--- src/design/rhc_pkg.sv ---
// ----------------------------------------------------------------------------
// rhc_pkg
// Shared types and constants for the RGB to HSL and chromaticity pipeline.
// ----------------------------------------------------------------------------
package rhc_pkg;

    localparam int CHAN_W  = 8;
    localparam int IN_W    = 3 * CHAN_W;
    localparam int OUT_W   = 48;
    localparam int NUM_W   = 16;
    localparam int DEN_W   = 10;
    localparam int QUO_W   = 9;

    // Hue sector offsets, 40 steps per 60-degree sector.
    localparam logic [7:0] HUE_BASE_RED   = 8'd0;
    localparam logic [7:0] HUE_BASE_GREEN = 8'd80;
    localparam logic [7:0] HUE_BASE_BLUE  = 8'd160;
    localparam logic [7:0] HUE_BASE_WRAP  = 8'd240;

    // 240/510 reduces to 8/17; 8*sum/17 is taken as sum times ceil(2^16*8/17)
    // shifted right by 16, which is exact for every sum up to 510.
    localparam logic [14:0] LIT_RECIP = 15'd30841;

    // Per-pixel flags that ride alongside the dividers.
    typedef struct packed {
        logic [7:0] lit;
        logic [7:0] base;
        logic       neg;
        logic       gray;
        logic       black;
    } rhc_side_t;

    // Divider operands produced by the front stage.
    typedef struct packed {
        logic [NUM_W-1:0] hue_num;
        logic [DEN_W-1:0] hue_den;
        logic [NUM_W-1:0] sat_num;
        logic [DEN_W-1:0] sat_den;
        logic [NUM_W-1:0] rc_num;
        logic [NUM_W-1:0] gc_num;
        logic [DEN_W-1:0] tot_den;
    } rhc_ops_t;

endpackage

--- src/design/rhc_front.sv ---
// ----------------------------------------------------------------------------
// rhc_front
// First pipeline stage: channel extremes, sector choice and divider operands.
// ----------------------------------------------------------------------------
module rhc_front (
    input  logic                   aclk,
    input  logic                   aresetn,
    input  logic                   en,
    input  logic                   in_valid,
    input  logic [7:0]             red,
    input  logic [7:0]             green,
    input  logic [7:0]             blue,
    output logic                   valid_reg,
    output rhc_pkg::rhc_side_t     side_reg,
    output rhc_pkg::rhc_ops_t      ops_reg
);
    import rhc_pkg::*;

    logic [7:0]       mx, mn, dlt, p, q, n;
    logic [8:0]       sum;
    logic [9:0]       tot;
    logic [23:0]      lit_prod;
    logic             gray, black, neg;
    logic [7:0]       base;
    rhc_side_t        side_next;
    rhc_ops_t         ops_next;

    always_comb begin
        // Largest and smallest channel.
        mx = red;
        mn = red;
        if (green > mx) mx = green;
        if (blue > mx) mx = blue;
        if (green < mn) mn = green;
        if (blue < mn) mn = blue;
        dlt   = mx - mn;
        sum   = {1'b0, mx} + {1'b0, mn};
        tot   = {2'b00, red} + {2'b00, green} + {2'b00, blue};
        gray  = (mx == mn);
        black = (tot == 10'd0);

        // Lightness is a constant division, done by reciprocal multiply.
        lit_prod = 24'(sum) * 24'(LIT_RECIP);

        // Sector selection, red tested first, then green.
        if (red == mx) begin
            p    = green;
            q    = blue;
            base = HUE_BASE_RED;
        end else if (green == mx) begin
            p    = blue;
            q    = red;
            base = HUE_BASE_GREEN;
        end else begin
            p    = red;
            q    = green;
            base = HUE_BASE_BLUE;
        end
        neg = (p < q);
        n   = neg ? (q - p) : (p - q);
        if (neg && (red == mx)) base = HUE_BASE_WRAP;

        side_next.lit   = lit_prod[23:16];
        side_next.base  = base;
        side_next.neg   = neg;
        side_next.gray  = gray;
        side_next.black = black;

        // A negative offset rounds up, so the numerator gets d-1 added.
        ops_next.hue_num = NUM_W'(n) * NUM_W'(40);
        if (neg && !gray) ops_next.hue_num = ops_next.hue_num + NUM_W'(dlt) - NUM_W'(1);
        ops_next.hue_den = gray ? DEN_W'(1) : DEN_W'(dlt);

        ops_next.sat_num = NUM_W'(dlt) * NUM_W'(240);
        if (gray)
            ops_next.sat_den = DEN_W'(1);
        else if (sum < 9'd255)
            ops_next.sat_den = DEN_W'(sum);
        else
            ops_next.sat_den = DEN_W'(10'd510 - DEN_W'(sum));

        ops_next.rc_num  = {red, 8'h00};
        ops_next.gc_num  = {green, 8'h00};
        ops_next.tot_den = black ? DEN_W'(1) : tot;
    end

    always_ff @(posedge aclk) begin
        if (!aresetn) begin
            valid_reg <= 1'b0;
        end else if (en) begin
            valid_reg <= in_valid;
        end
    end

    always_ff @(posedge aclk) begin
        if (en) begin
            side_reg <= side_next;
            ops_reg  <= ops_next;
        end
    end

endmodule

--- src/design/rhc_div.sv ---
// ----------------------------------------------------------------------------
// rhc_div
// Pipelined restoring divider, one quotient bit per register stage.
// ----------------------------------------------------------------------------
module rhc_div #(
    parameter int NUM_W = rhc_pkg::NUM_W,
    parameter int DEN_W = rhc_pkg::DEN_W,
    parameter int QUO_W = rhc_pkg::QUO_W
) (
    input  logic             aclk,
    input  logic             en,
    input  logic [NUM_W-1:0] num,
    input  logic [DEN_W-1:0] den,
    output logic [QUO_W-1:0] quo
);
    import rhc_pkg::*;

    logic [DEN_W-1:0] rem_reg [QUO_W];
    logic [QUO_W-1:0] lo_reg  [QUO_W];
    logic [DEN_W-1:0] den_reg [QUO_W];

    // The quotient must fit in QUO_W bits, so the upper numerator bits start
    // as a remainder below the divisor; the low bits shift in one per stage.
    for (genvar k = 0; k < QUO_W; k++) begin : g_stage
        logic [DEN_W-1:0] rem_cur, den_cur;
        logic [QUO_W-1:0] lo_cur;
        logic [DEN_W:0]   trial;
        logic             qbit;

        if (k == 0) begin : g_first
            assign rem_cur = DEN_W'(num >> QUO_W);
            assign lo_cur  = num[QUO_W-1:0];
            assign den_cur = den;
        end else begin : g_next
            assign rem_cur = rem_reg[k-1];
            assign lo_cur  = lo_reg[k-1];
            assign den_cur = den_reg[k-1];
        end

        assign trial = {rem_cur, lo_cur[QUO_W-1]};
        assign qbit  = (trial >= {1'b0, den_cur});

        always_ff @(posedge aclk) begin
            if (en) begin
                rem_reg[k] <= qbit ? DEN_W'(trial - {1'b0, den_cur}) : DEN_W'(trial);
                lo_reg[k]  <= {lo_cur[QUO_W-2:0], qbit};
                den_reg[k] <= den_cur;
            end
        end
    end

    assign quo = lo_reg[QUO_W-1];

endmodule

--- src/design/rgb_to_hsl_and_chromaticity_core.sv ---
// ----------------------------------------------------------------------------
// rgb_to_hsl_and_chromaticity_core
// Converts one RGB pixel per beat into HSL (0..240 scale) and rg chromaticity.
// ----------------------------------------------------------------------------
// Stages: one operand stage, nine divider stages, one output stage. Throughput:
// one pixel per cycle while the output is not stalled; the bit-serial divider
// pipelines set the depth. The whole pipeline holds while the output beat
// waits. Reset clears all valid bits; data is not reset.
module rgb_to_hsl_and_chromaticity_core (
    input  logic                       aclk,
    input  logic                       aresetn,
    input  logic                       s_tvalid,
    output logic                       s_tready,
    input  logic [rhc_pkg::IN_W-1:0]   s_tdata,  // red[7:0], green[15:8], blue[23:16]
    output logic                       m_tvalid,
    input  logic                       m_tready,
    output logic [rhc_pkg::OUT_W-1:0]  m_tdata   // hue[7:0], saturation[15:8],
                                                 // lightness[23:16], red_chroma[32:24],
                                                 // green_chroma[41:33], zero[47:42]
);
    import rhc_pkg::*;

    logic              en;
    logic              f_valid;
    rhc_side_t         f_side;
    rhc_ops_t          f_ops;
    logic [QUO_W-1:0]  hue_q, sat_q, rc_q, gc_q;
    logic              vld_reg  [QUO_W];
    rhc_side_t         side_reg [QUO_W];
    logic [7:0]        hue_next;
    logic [OUT_W-1:0]  tdata_next;
    logic              m_tvalid_reg;
    logic [OUT_W-1:0]  m_tdata_reg;

    // The pipeline advances whenever the output register is free or drains.
    assign en       = !m_tvalid_reg || m_tready;
    assign s_tready = en;

    rhc_front u_front (
        .aclk      (aclk),
        .aresetn   (aresetn),
        .en        (en),
        .in_valid  (s_tvalid),
        .red       (s_tdata[7:0]),
        .green     (s_tdata[15:8]),
        .blue      (s_tdata[23:16]),
        .valid_reg (f_valid),
        .side_reg  (f_side),
        .ops_reg   (f_ops)
    );

    rhc_div #(.NUM_W(NUM_W), .DEN_W(DEN_W), .QUO_W(QUO_W)) u_div_hue (
        .aclk(aclk), .en(en), .num(f_ops.hue_num), .den(f_ops.hue_den), .quo(hue_q));
    rhc_div #(.NUM_W(NUM_W), .DEN_W(DEN_W), .QUO_W(QUO_W)) u_div_sat (
        .aclk(aclk), .en(en), .num(f_ops.sat_num), .den(f_ops.sat_den), .quo(sat_q));
    rhc_div #(.NUM_W(NUM_W), .DEN_W(DEN_W), .QUO_W(QUO_W)) u_div_rc (
        .aclk(aclk), .en(en), .num(f_ops.rc_num), .den(f_ops.tot_den), .quo(rc_q));
    rhc_div #(.NUM_W(NUM_W), .DEN_W(DEN_W), .QUO_W(QUO_W)) u_div_gc (
        .aclk(aclk), .en(en), .num(f_ops.gc_num), .den(f_ops.tot_den), .quo(gc_q));

    // Valid bits and pixel flags travel in step with the divider stages.
    always_ff @(posedge aclk) begin
        if (!aresetn) begin
            for (int k = 0; k < QUO_W; k++) vld_reg[k] <= 1'b0;
        end else if (en) begin
            vld_reg[0] <= f_valid;
            for (int k = 1; k < QUO_W; k++) vld_reg[k] <= vld_reg[k-1];
        end
    end

    always_ff @(posedge aclk) begin
        if (en) begin
            side_reg[0] <= f_side;
            for (int k = 1; k < QUO_W; k++) side_reg[k] <= side_reg[k-1];
        end
    end

    // Final assembly: sector offset, gray and black pixel overrides.
    always_comb begin
        if (side_reg[QUO_W-1].gray)
            hue_next = 8'd0;
        else if (side_reg[QUO_W-1].neg)
            hue_next = side_reg[QUO_W-1].base - hue_q[7:0];
        else
            hue_next = side_reg[QUO_W-1].base + hue_q[7:0];

        tdata_next          = '0;
        tdata_next[7:0]     = hue_next;
        tdata_next[15:8]    = side_reg[QUO_W-1].gray ? 8'd0 : sat_q[7:0];
        tdata_next[23:16]   = side_reg[QUO_W-1].lit;
        tdata_next[32:24]   = side_reg[QUO_W-1].black ? 9'd0 : rc_q;
        tdata_next[41:33]   = side_reg[QUO_W-1].black ? 9'd0 : gc_q;
    end

    // Output register.
    always_ff @(posedge aclk) begin
        if (!aresetn) begin
            m_tvalid_reg <= 1'b0;
        end else if (en) begin
            m_tvalid_reg <= vld_reg[QUO_W-1];
        end
    end

    always_ff @(posedge aclk) begin
        if (en) begin
            m_tdata_reg <= tdata_next;
        end
    end

    assign m_tvalid = m_tvalid_reg;
    assign m_tdata  = m_tdata_reg;

endmodule

--- config.mk ---
export PLATFORM = sky130hd
export DESIGN_NAME = rgb_to_hsl_and_chromaticity_core
export DESIGN_NICKNAME = d
export VERILOG_FILES = /design/src/design/rhc_pkg.sv /design/src/design/rhc_front.sv /design/src/design/rhc_div.sv /design/src/design/rgb_to_hsl_and_chromaticity_core.sv
export SDC_FILE = /design/constraint.sdc
export NUM_CORES = 2
export LEC_CHECK = 0
export BUFFER_PORTS_ARGS = -buffer_cell sky130_fd_sc_hd__clkbuf_2
export CORE_MARGIN = 1.5
export CORE_UTILIZATION = 55
export DETAILED_ROUTE_END_ITERATION = 7
export PLACE_DENSITY = 0.71
export SLEW_MARGIN = 40
export SYNTH_ARGS = -nofsm -noshare
export SYNTH_HDL_FRONTEND = slang
export SYNTH_SLANG_ARGS = --single-unit
--- constraint.sdc ---
create_clock -name aclk -period 38.2 [get_ports aclk]
set_clock_uncertainty 0.05 [all_clocks]
set_input_delay 3.82 -clock aclk [delete_from_list [all_inputs] [get_ports aclk]]
set_output_delay 3.82 -clock aclk [all_outputs]
set_load 0.005 [all_outputs]
# ---- Word level (Yosys, flattened, before mapping)
# Memories as Yosys holds them, arrays and structs flattened. A register that Yosys moved wholly into a read port is not among the register bits.
# Cells that the tools add are included.
dict set report op_classes {
  n_eq_ne 3
  magnitude_cmp 42
  add_sub_neg 47
  bitwise_logic 9
  muxes 64
  n_reduce_logical 9
  mul 3
}
# cell count
set ops {}
lappend ops {{10-bit two-way mux} 36}
lappend ops {{11-bit by 10-bit >= comparator with 1-bit output} 32}
lappend ops {{10-bit subtractor} 32}
lappend ops {{8-bit two-way mux} 12}
lappend ops {{8-bit by 10-bit >= comparator with 1-bit output} 4}
lappend ops {{8-bit by 10-bit subtractor with 10-bit output} 4}
lappend ops {{8-bit subtractor} 4}
lappend ops {{8-bit == test} 3}
lappend ops {{8-bit < comparator} 3}
lappend ops {{9-bit by 15-bit multiplier with 24-bit output (second input constant)} 1}
lappend ops {{8-bit by 8-bit adder with 9-bit output} 2}
lappend ops {{8-bit > comparator} 2}
lappend ops {{15-bit by 1-bit subtractor with 16-bit output (second input constant)} 1}
lappend ops {{14-bit by 8-bit adder with 15-bit output} 1}
lappend ops {{1-bit two-way mux} 14}
lappend ops {{14-bit two-way mux} 1}
lappend ops {{8-bit by 4-bit multiplier with 12-bit output (second input constant)} 1}
lappend ops {{8-bit by 3-bit multiplier with 11-bit output (second input constant)} 1}
lappend ops {{10-bit by 8-bit adder with 10-bit output} 1}
lappend ops {{10-bit zero test} 1}
lappend ops {{9-bit by 9-bit subtractor with 10-bit output (first input constant)} 1}
lappend ops {{9-bit by 8-bit < comparator with 1-bit output (second input constant)} 1}
lappend ops {{9-bit two-way mux} 1}
lappend ops {{1-bit bitwise OR} 9}
lappend ops {{other kinds (5)} 9}
dict set report word_totals {
  wordCells 210
  ff_bits 118
  memories 14
  out_inout_bits 50
  ramBits 1224
  in_bits 28
}
# name words word_bits rd rd_ports_with_merged_regs write_ports line_no
set memory_table {}
lappend memory_table {side_reg 9 19 9 0 9 rgb_to_hsl_and_chromaticity_core.sv:29} ;# rhc_side_t side_reg [QUO_W];
lappend memory_table {u_div_gc.den_reg 9 10 8 0 9 rhc_div.sv:20} ;# logic [DEN_W-1:0] den_reg [QUO_W];
lappend memory_table {u_div_gc.rem_reg 9 10 8 0 9 rhc_div.sv:18} ;# logic [DEN_W-1:0] rem_reg [QUO_W];
lappend memory_table {u_div_hue.den_reg 9 10 8 0 9 rhc_div.sv:20}
lappend memory_table {u_div_hue.rem_reg 9 10 8 0 9 rhc_div.sv:18}
lappend memory_table {u_div_rc.den_reg 9 10 8 0 9 rhc_div.sv:20}
lappend memory_table {{+8 memories} - - - - - -}

# ---- Depth between registers and ports, before layout
dict set report depth {
  ltp_word 13
  mapped_depth 49
  ltp_nobuf 42
}

# ---- Hierarchy
# A second synthesis with hierarchy kept.
dict set report hier_totals {
  cells_unflattened 5014
  area_unflattened_um2 67086.8
}
# module cells_per_inst seq_area_each_um2 instances area_per_inst_um2
set modules_own_cells {}
lappend modules_own_cells {{rhc_div (u_div_hue ...)} 914 7236.9 2 12435.7}
lappend modules_own_cells {{rhc_div (u_div_gc ...)} 900 7236.9 2 12197.9}
lappend modules_own_cells {rhc_front 1044 2542.4 1 10333.7}
lappend modules_own_cells {rgb_to_hsl_and_chromaticity_core 342 6686.4 1 7485.9}

# ---- Least setup slack after synthesis
# No wires, ideal clock.
dict set report synth_timing {
  path_type {input to output}
  from {input port m_tready}
  to {output port s_tready}
  t_required_ps 34330
  path_slack_ps 3340
  arrival_time_ps 30990
  n_path_buf 1
  stages 3
  path_cell_list {nor2b_1 -> inv_1 -> clkbuf_1}
}
dict set report synth_via {
  elab_chain_len 1
}
# item line_no
set synth_lines {}
lappend synth_lines {{from (decl)} rgb_to_hsl_and_chromaticity_core.sv:16} ;# input logic m_tready,
lappend synth_lines {{1-bit logical OR} rgb_to_hsl_and_chromaticity_core.sv:36} ;# assign en = !m_tvalid_reg || m_tready;
lappend synth_lines {{to (decl)} rgb_to_hsl_and_chromaticity_core.sv:13} ;# output logic s_tready,
# Every way passes these cells.

# ---- Worst setup path in the final report
dict set report layout_timing {
  from {input port s_tdata[7] (netlist name)}
  to {register u_front.side_reg[16] (netlist name) (data pin)}
}
dict set report layout_via {
  elab_chain_len 6
  word_cells_on_any_way 10
  cone_classes {add/sub (1); mul (1); order compare (4); mux (4)}
}
# item line_no
set layout_lines {}
lappend layout_lines {{from (decl)} rgb_to_hsl_and_chromaticity_core.sv:14} ;# input logic [rhc_pkg::IN_W-1:0] s_tdata,
lappend layout_lines {{8-bit > comparator or 8-bit < comparator (tied branches)} {rhc_front.sv:32, rhc_front.sv:34}}
lappend layout_lines {{8-bit two-way mux (on tied branches)} {rhc_front.sv:32, rhc_front.sv:34}}
lappend layout_lines {{8-bit > comparator or 8-bit < comparator (tied branches)} {rhc_front.sv:33, rhc_front.sv:35}}
lappend layout_lines {{8-bit two-way mux (on tied branches)} {rhc_front.sv:33, rhc_front.sv:35}}
lappend layout_lines {{8-bit by 8-bit adder with 9-bit output *} rhc_front.sv:37} ;# sum = {1'b0, mx} + {1'b0, mn};
lappend layout_lines {{9-bit by 15-bit multiplier with 24-bit output *} rhc_front.sv:43} ;# lit_prod = 24'(sum) * 24'(LIT_RECIP);
lappend layout_lines {{named net u_front.lit_prod[21]} rhc_front.sv:22} ;# logic [23:0] lit_prod;
lappend layout_lines {{to (signal assigned)} rhc_front.sv:97} ;# side_reg <= side_next;
lappend layout_lines {{to (decl)} rhc_front.sv:14} ;# output rhc_pkg::rhc_side_t side_reg,
# The timed path passes the listed nets; every way through them passes the cells marked *.
# A chain may end at the register's enable or synchronous reset.

==> results by group <==
Floorplanning
  – Area of the die: 104,000 µm²
  – Chip Height: 322 µm
  – Number of top-level design ports: 78
  – Horizontal die dimension: 322 µm
  – Initial Util: 0.557
  – Area of the core region: 101,000 µm²
  – Row Count: 116

Cells and area
  – Combined area of the multi-input logic cells: 23,700 µm²
  – Register area: 30,200 µm²
  – Commonest cells after routing, fill and taps aside: sky130_fd_sc_hd__edfxtp_1, sky130_fd_sc_hd__inv_1, sky130_fd_sc_hd__ha_1
  – Area growth from synthesis to layout: 10.0%
  – Final antenna diode count: 0
  – Most frequent standard cell in the layout excluding fill and tap cells: sky130_fd_sc_hd__edfxtp_1
  – Final Net Count: 5,252
  – Max FFs per register: 117
  – Share of cells above drive strength 1: 0.112
  – Number of filler cells placed in the layout: 7,836

Drt
  – Final routed wirelength across all metal layers: 99.0 mm
  – Initial DRC count: 1,769
  – Drt drc: 0
  – 1st-pass router iterations: 7
  – Residual antenna-violating net count after detailed routing: 0
  – Average detailed-routed wire length per instance: 16.3 µm
  – Via count: 32,687
  – Routed vias/inst: 5.38

Clock tree
  – TritonCTS clock tree: yes
  – TritonCTS Sinks: 1,007
  – Count of hold-fix buffers inserted at cts: 0
  – Root Driver: sky130_fd_sc_hd__clkbuf_16
  – Post-CTS Resized: 0
  – Clock insertion delay at the later pin of the skew report: 690 ps
  – Buffers from clock root to sink, at most: 3
  – Setup Fix Bufs, Post-CTS: 0
  – H-tree levels: 3
  – Clock input transition at the sequential cells of the worst setup and hold paths: 60 ps
  – Total CTS buffers: 103

Critical path
  – Cell at the slowest stage of the critical path: sky130_fd_sc_hd__a21boi_0
  – Startpoint-to-endpoint class of the critical path: in2reg
  – Worst flop-to-flop path endpoint: u_div_gc.lo_reg[6][2]$_DFFE_PP_
  – Required time of the critical path: 38,580 ps
  – Arrival time of the worst setup path: 14,370 ps
  – Register-to-register path setup slack: 33,730 ps
  – Highest net fanout along the worst path: 25
  – Top cell family by delay on the critical path: compound AO/OA/AOI/OAI gates
  – Startpoint of the most critical register-to-register path: m_tvalid$_SDFFE_PN0P_
  – Number of cells on the worst reg-to-reg path: 7
  – Buffering stage count on the worst path with inverters included: 5
  – Maximum single-stage delay on the critical path: 630 ps
  – Critical Path Sink: u_front.side_reg[16]$_DFFE_PP_
  – Worst setup path startpoint: s_tdata[7]
  – Critical path endpoint category: flop
  – Startpoint Class: input port
  – Logic depth of the worst path, buffers included: 36

Min path
  – Source of the worst hold timing path: u_div_hue.lo_reg[0][32]$_DFFE_PP_
  – Class of the most critical hold timing path: reg2reg

Yosys
  – Dominant register cell in the synthesized netlist: sky130_fd_sc_hd__edfxtp_1
  – Number of distinct library cell variants in the gate-level netlist after synthesis: 86
  – Async set-or-reset flop fraction in the synthesized netlist: 0
  – Yosys warning count: 0
  – Synth Instances: 4,485
  – Number of enable flip-flop cells after synthesis: 1,005
  – Share of synthesized area occupied by flip-flops and latches: 0.539
  – Register bit count reported by yosys: 1,007
  – Post-Syn Area per Cell: 12.5 µm²
  – Summed instance area of the synthesized netlist: 56,000 µm²

Global routing
  – Global-route wire length before repair: 163 mm
  – Leftover overflow at the end of global routing: 0
  – All-Layer GR Usage: 0.193
  – Initial antenna violation count: 0
  – Pin count of the biggest net entering global routing: 179
  – Via count of the first global-routing pass: 32,948

Run status
  – Status: finished, final reports clean

Timing
  – Relative max-transition margin: 0.416
  – Post-route minimum period: 13,990 ps
  – Hold violation count in the final report: 0
  – Achievable clock frequency: 71.5 MHz
  – Actual transition at the worst max-transition pin: 871 ps
  – Sum Neg Setup Slack: 0 ps
  – Max-slew violation count: 0
  – Period utilization: 0.366
  – Setup slack of the critical path after layout: 24,210 ps
  – RSZ-0062 raised after global routing: false
  – Setup violators final: 0

Placement
  – Pre-CTS worst setup slack: 23,390 ps
  – Count of buffers inserted at the top-level ports: 71
  – Gpl congestion: 0.903
  – Half-perimeter wire length of the detailed placement result: 73.5 mm

Run
  – Max-cap violations: 0
## routing by layer
layer	routed length, µm	vias up	global-route usage
met3	3020	174	0.0242
met4	3090	0	0.0739
li1	-	16574	-
met2	49700	476	0.345
met5	0	-	0
met1	43200	15463	0.240
## metrics by stage
step | hold slack [ps] | utilization | area, µm² | std cells
3_3_place_gp | 350 | 0.577 | 58000 | 5885
2_1_floorplan | 350 | - | 56100 | 4490
5_1_grt | 353 | 0.613 | 61700 | 6081
3_5_place_dp | 355 | 0.578 | 58100 | 5889
6_report | 351 | 0.613 | 61700 | 6081
4_1_cts | 341 | 0.612 | 61600 | 6080
## logic make-up after synthesis
logic type      Yosys count  share of synthesized area
buf+inv                 586                     0.0403
other cells               1                  0.0000669
flops                  1007                      0.539
mux                     304                     0.0601
xor+xnor                270                     0.0424
fa+ha+maj               586                      0.141
simple gates            909                     0.0807
compound gates          822                     0.0957
## cell usage after synthesis, types with 10 or more instances
library cell | count | share of area
sky130_fd_sc_hd__edfxtp_1 | 1005 | 0.54
sky130_fd_sc_hd__inv_1 | 532 | 0.036
sky130_fd_sc_hd__ha_1 | 507 | 0.11
sky130_fd_sc_hd__nor2_1 | 239 | 0.016
sky130_fd_sc_hd__nand2_1 | 230 | 0.015
sky130_fd_sc_hd__a21oi_1 | 222 | 0.020
sky130_fd_sc_hd__mux2_2 | 202 | 0.041
sky130_fd_sc_hd__o21ai_0 | 183 | 0.016
sky130_fd_sc_hd__xnor2_1 | 173 | 0.027
sky130_fd_sc_hd__nor2b_1 | 118 | 0.013
sky130_fd_sc_hd__a21o_1 | 107 | 0.014
sky130_fd_sc_hd__xor2_1 | 96 | 0.015
sky130_fd_sc_hd__mux2i_1 | 83 | 0.015
sky130_fd_sc_hd__fa_1 | 79 | 0.028
sky130_fd_sc_hd__nand4_1 | 67 | 0.0075
sky130_fd_sc_hd__nand2b_1 | 57 | 0.0064
sky130_fd_sc_hd__nand3_1 | 48 | 0.0043
sky130_fd_sc_hd__a21boi_0 | 44 | 0.0059
sky130_fd_sc_hd__clkbuf_1 | 30 | 0.0020
sky130_fd_sc_hd__o21a_1 | 28 | 0.0038
sky130_fd_sc_hd__nor3_1 | 27 | 0.0024
sky130_fd_sc_hd__o21bai_1 | 27 | 0.0036
sky130_fd_sc_hd__and2_1 | 24 | 0.0027
sky130_fd_sc_hd__a211o_1 | 23 | 0.0036
sky130_fd_sc_hd__a221oi_1 | 23 | 0.0036
sky130_fd_sc_hd__a211oi_1 | 22 | 0.0029
sky130_fd_sc_hd__a31oi_1 | 20 | 0.0022
sky130_fd_sc_hd__and3_1 | 17 | 0.0019
sky130_fd_sc_hd__or2_2 | 17 | 0.0019
sky130_fd_sc_hd__or3_1 | 16 | 0.0018
sky130_fd_sc_hd__nor3_2 | 14 | 0.0025
sky130_fd_sc_hd__mux2_4 | 13 | 0.0035
sky130_fd_sc_hd__o31ai_1 | 13 | 0.0017
sky130_fd_sc_hd__a2111oi_0 | 12 | 0.0019
sky130_fd_sc_hd__o311ai_0 | 10 | 0.0016
## worst min-delay path by stage
stage | to | slack (ps) | cells past startpoint
after detailed placement | side_reg[0][0]$_DFFE_PP_ | 350 | 0
final | u_div_hue.lo_reg[0][42]$_DFFE_PP_ | 350 | 0
after floorplan | m_tdata[16]$_DFFE_PP_ | 350 | 0
after global routing | side_reg[0][134]$_DFFE_PP_ | 350 | 0
after global placement | side_reg[0][69]$_DFFE_PP_ | 350 | 0
after CTS | u_div_hue.lo_reg[0][42]$_DFFE_PP_ | 340 | 0
## area by class of cell
type                       instances  share of cell area
tap                             1357              0.0275
inverter                         534              0.0326
clock inverter                    70              0.0121
multi-input combinational       2897               0.384
sequential                      1007               0.490
clock buffer                     121              0.0436
timing repair buffer              95             0.00986
## worst register-to-register path, stage by stage (launching register included)
cell and delay [ps]:
sky130_fd_sc_hd__dfxtp_1 300, sky130_fd_sc_hd__nor2b_1 210, sky130_fd_sc_hd__inv_8 430, sky130_fd_sc_hd__buf_12 470, sky130_fd_sc_hd__buf_6 690, sky130_fd_sc_hd__buf_6 650
sky130_fd_sc_hd__buf_6 630, sky130_fd_sc_hd__buf_6 640
Power is not shown: default switching activity piles up to over one toggle a cycle in this logic, so the estimate is an artifact.
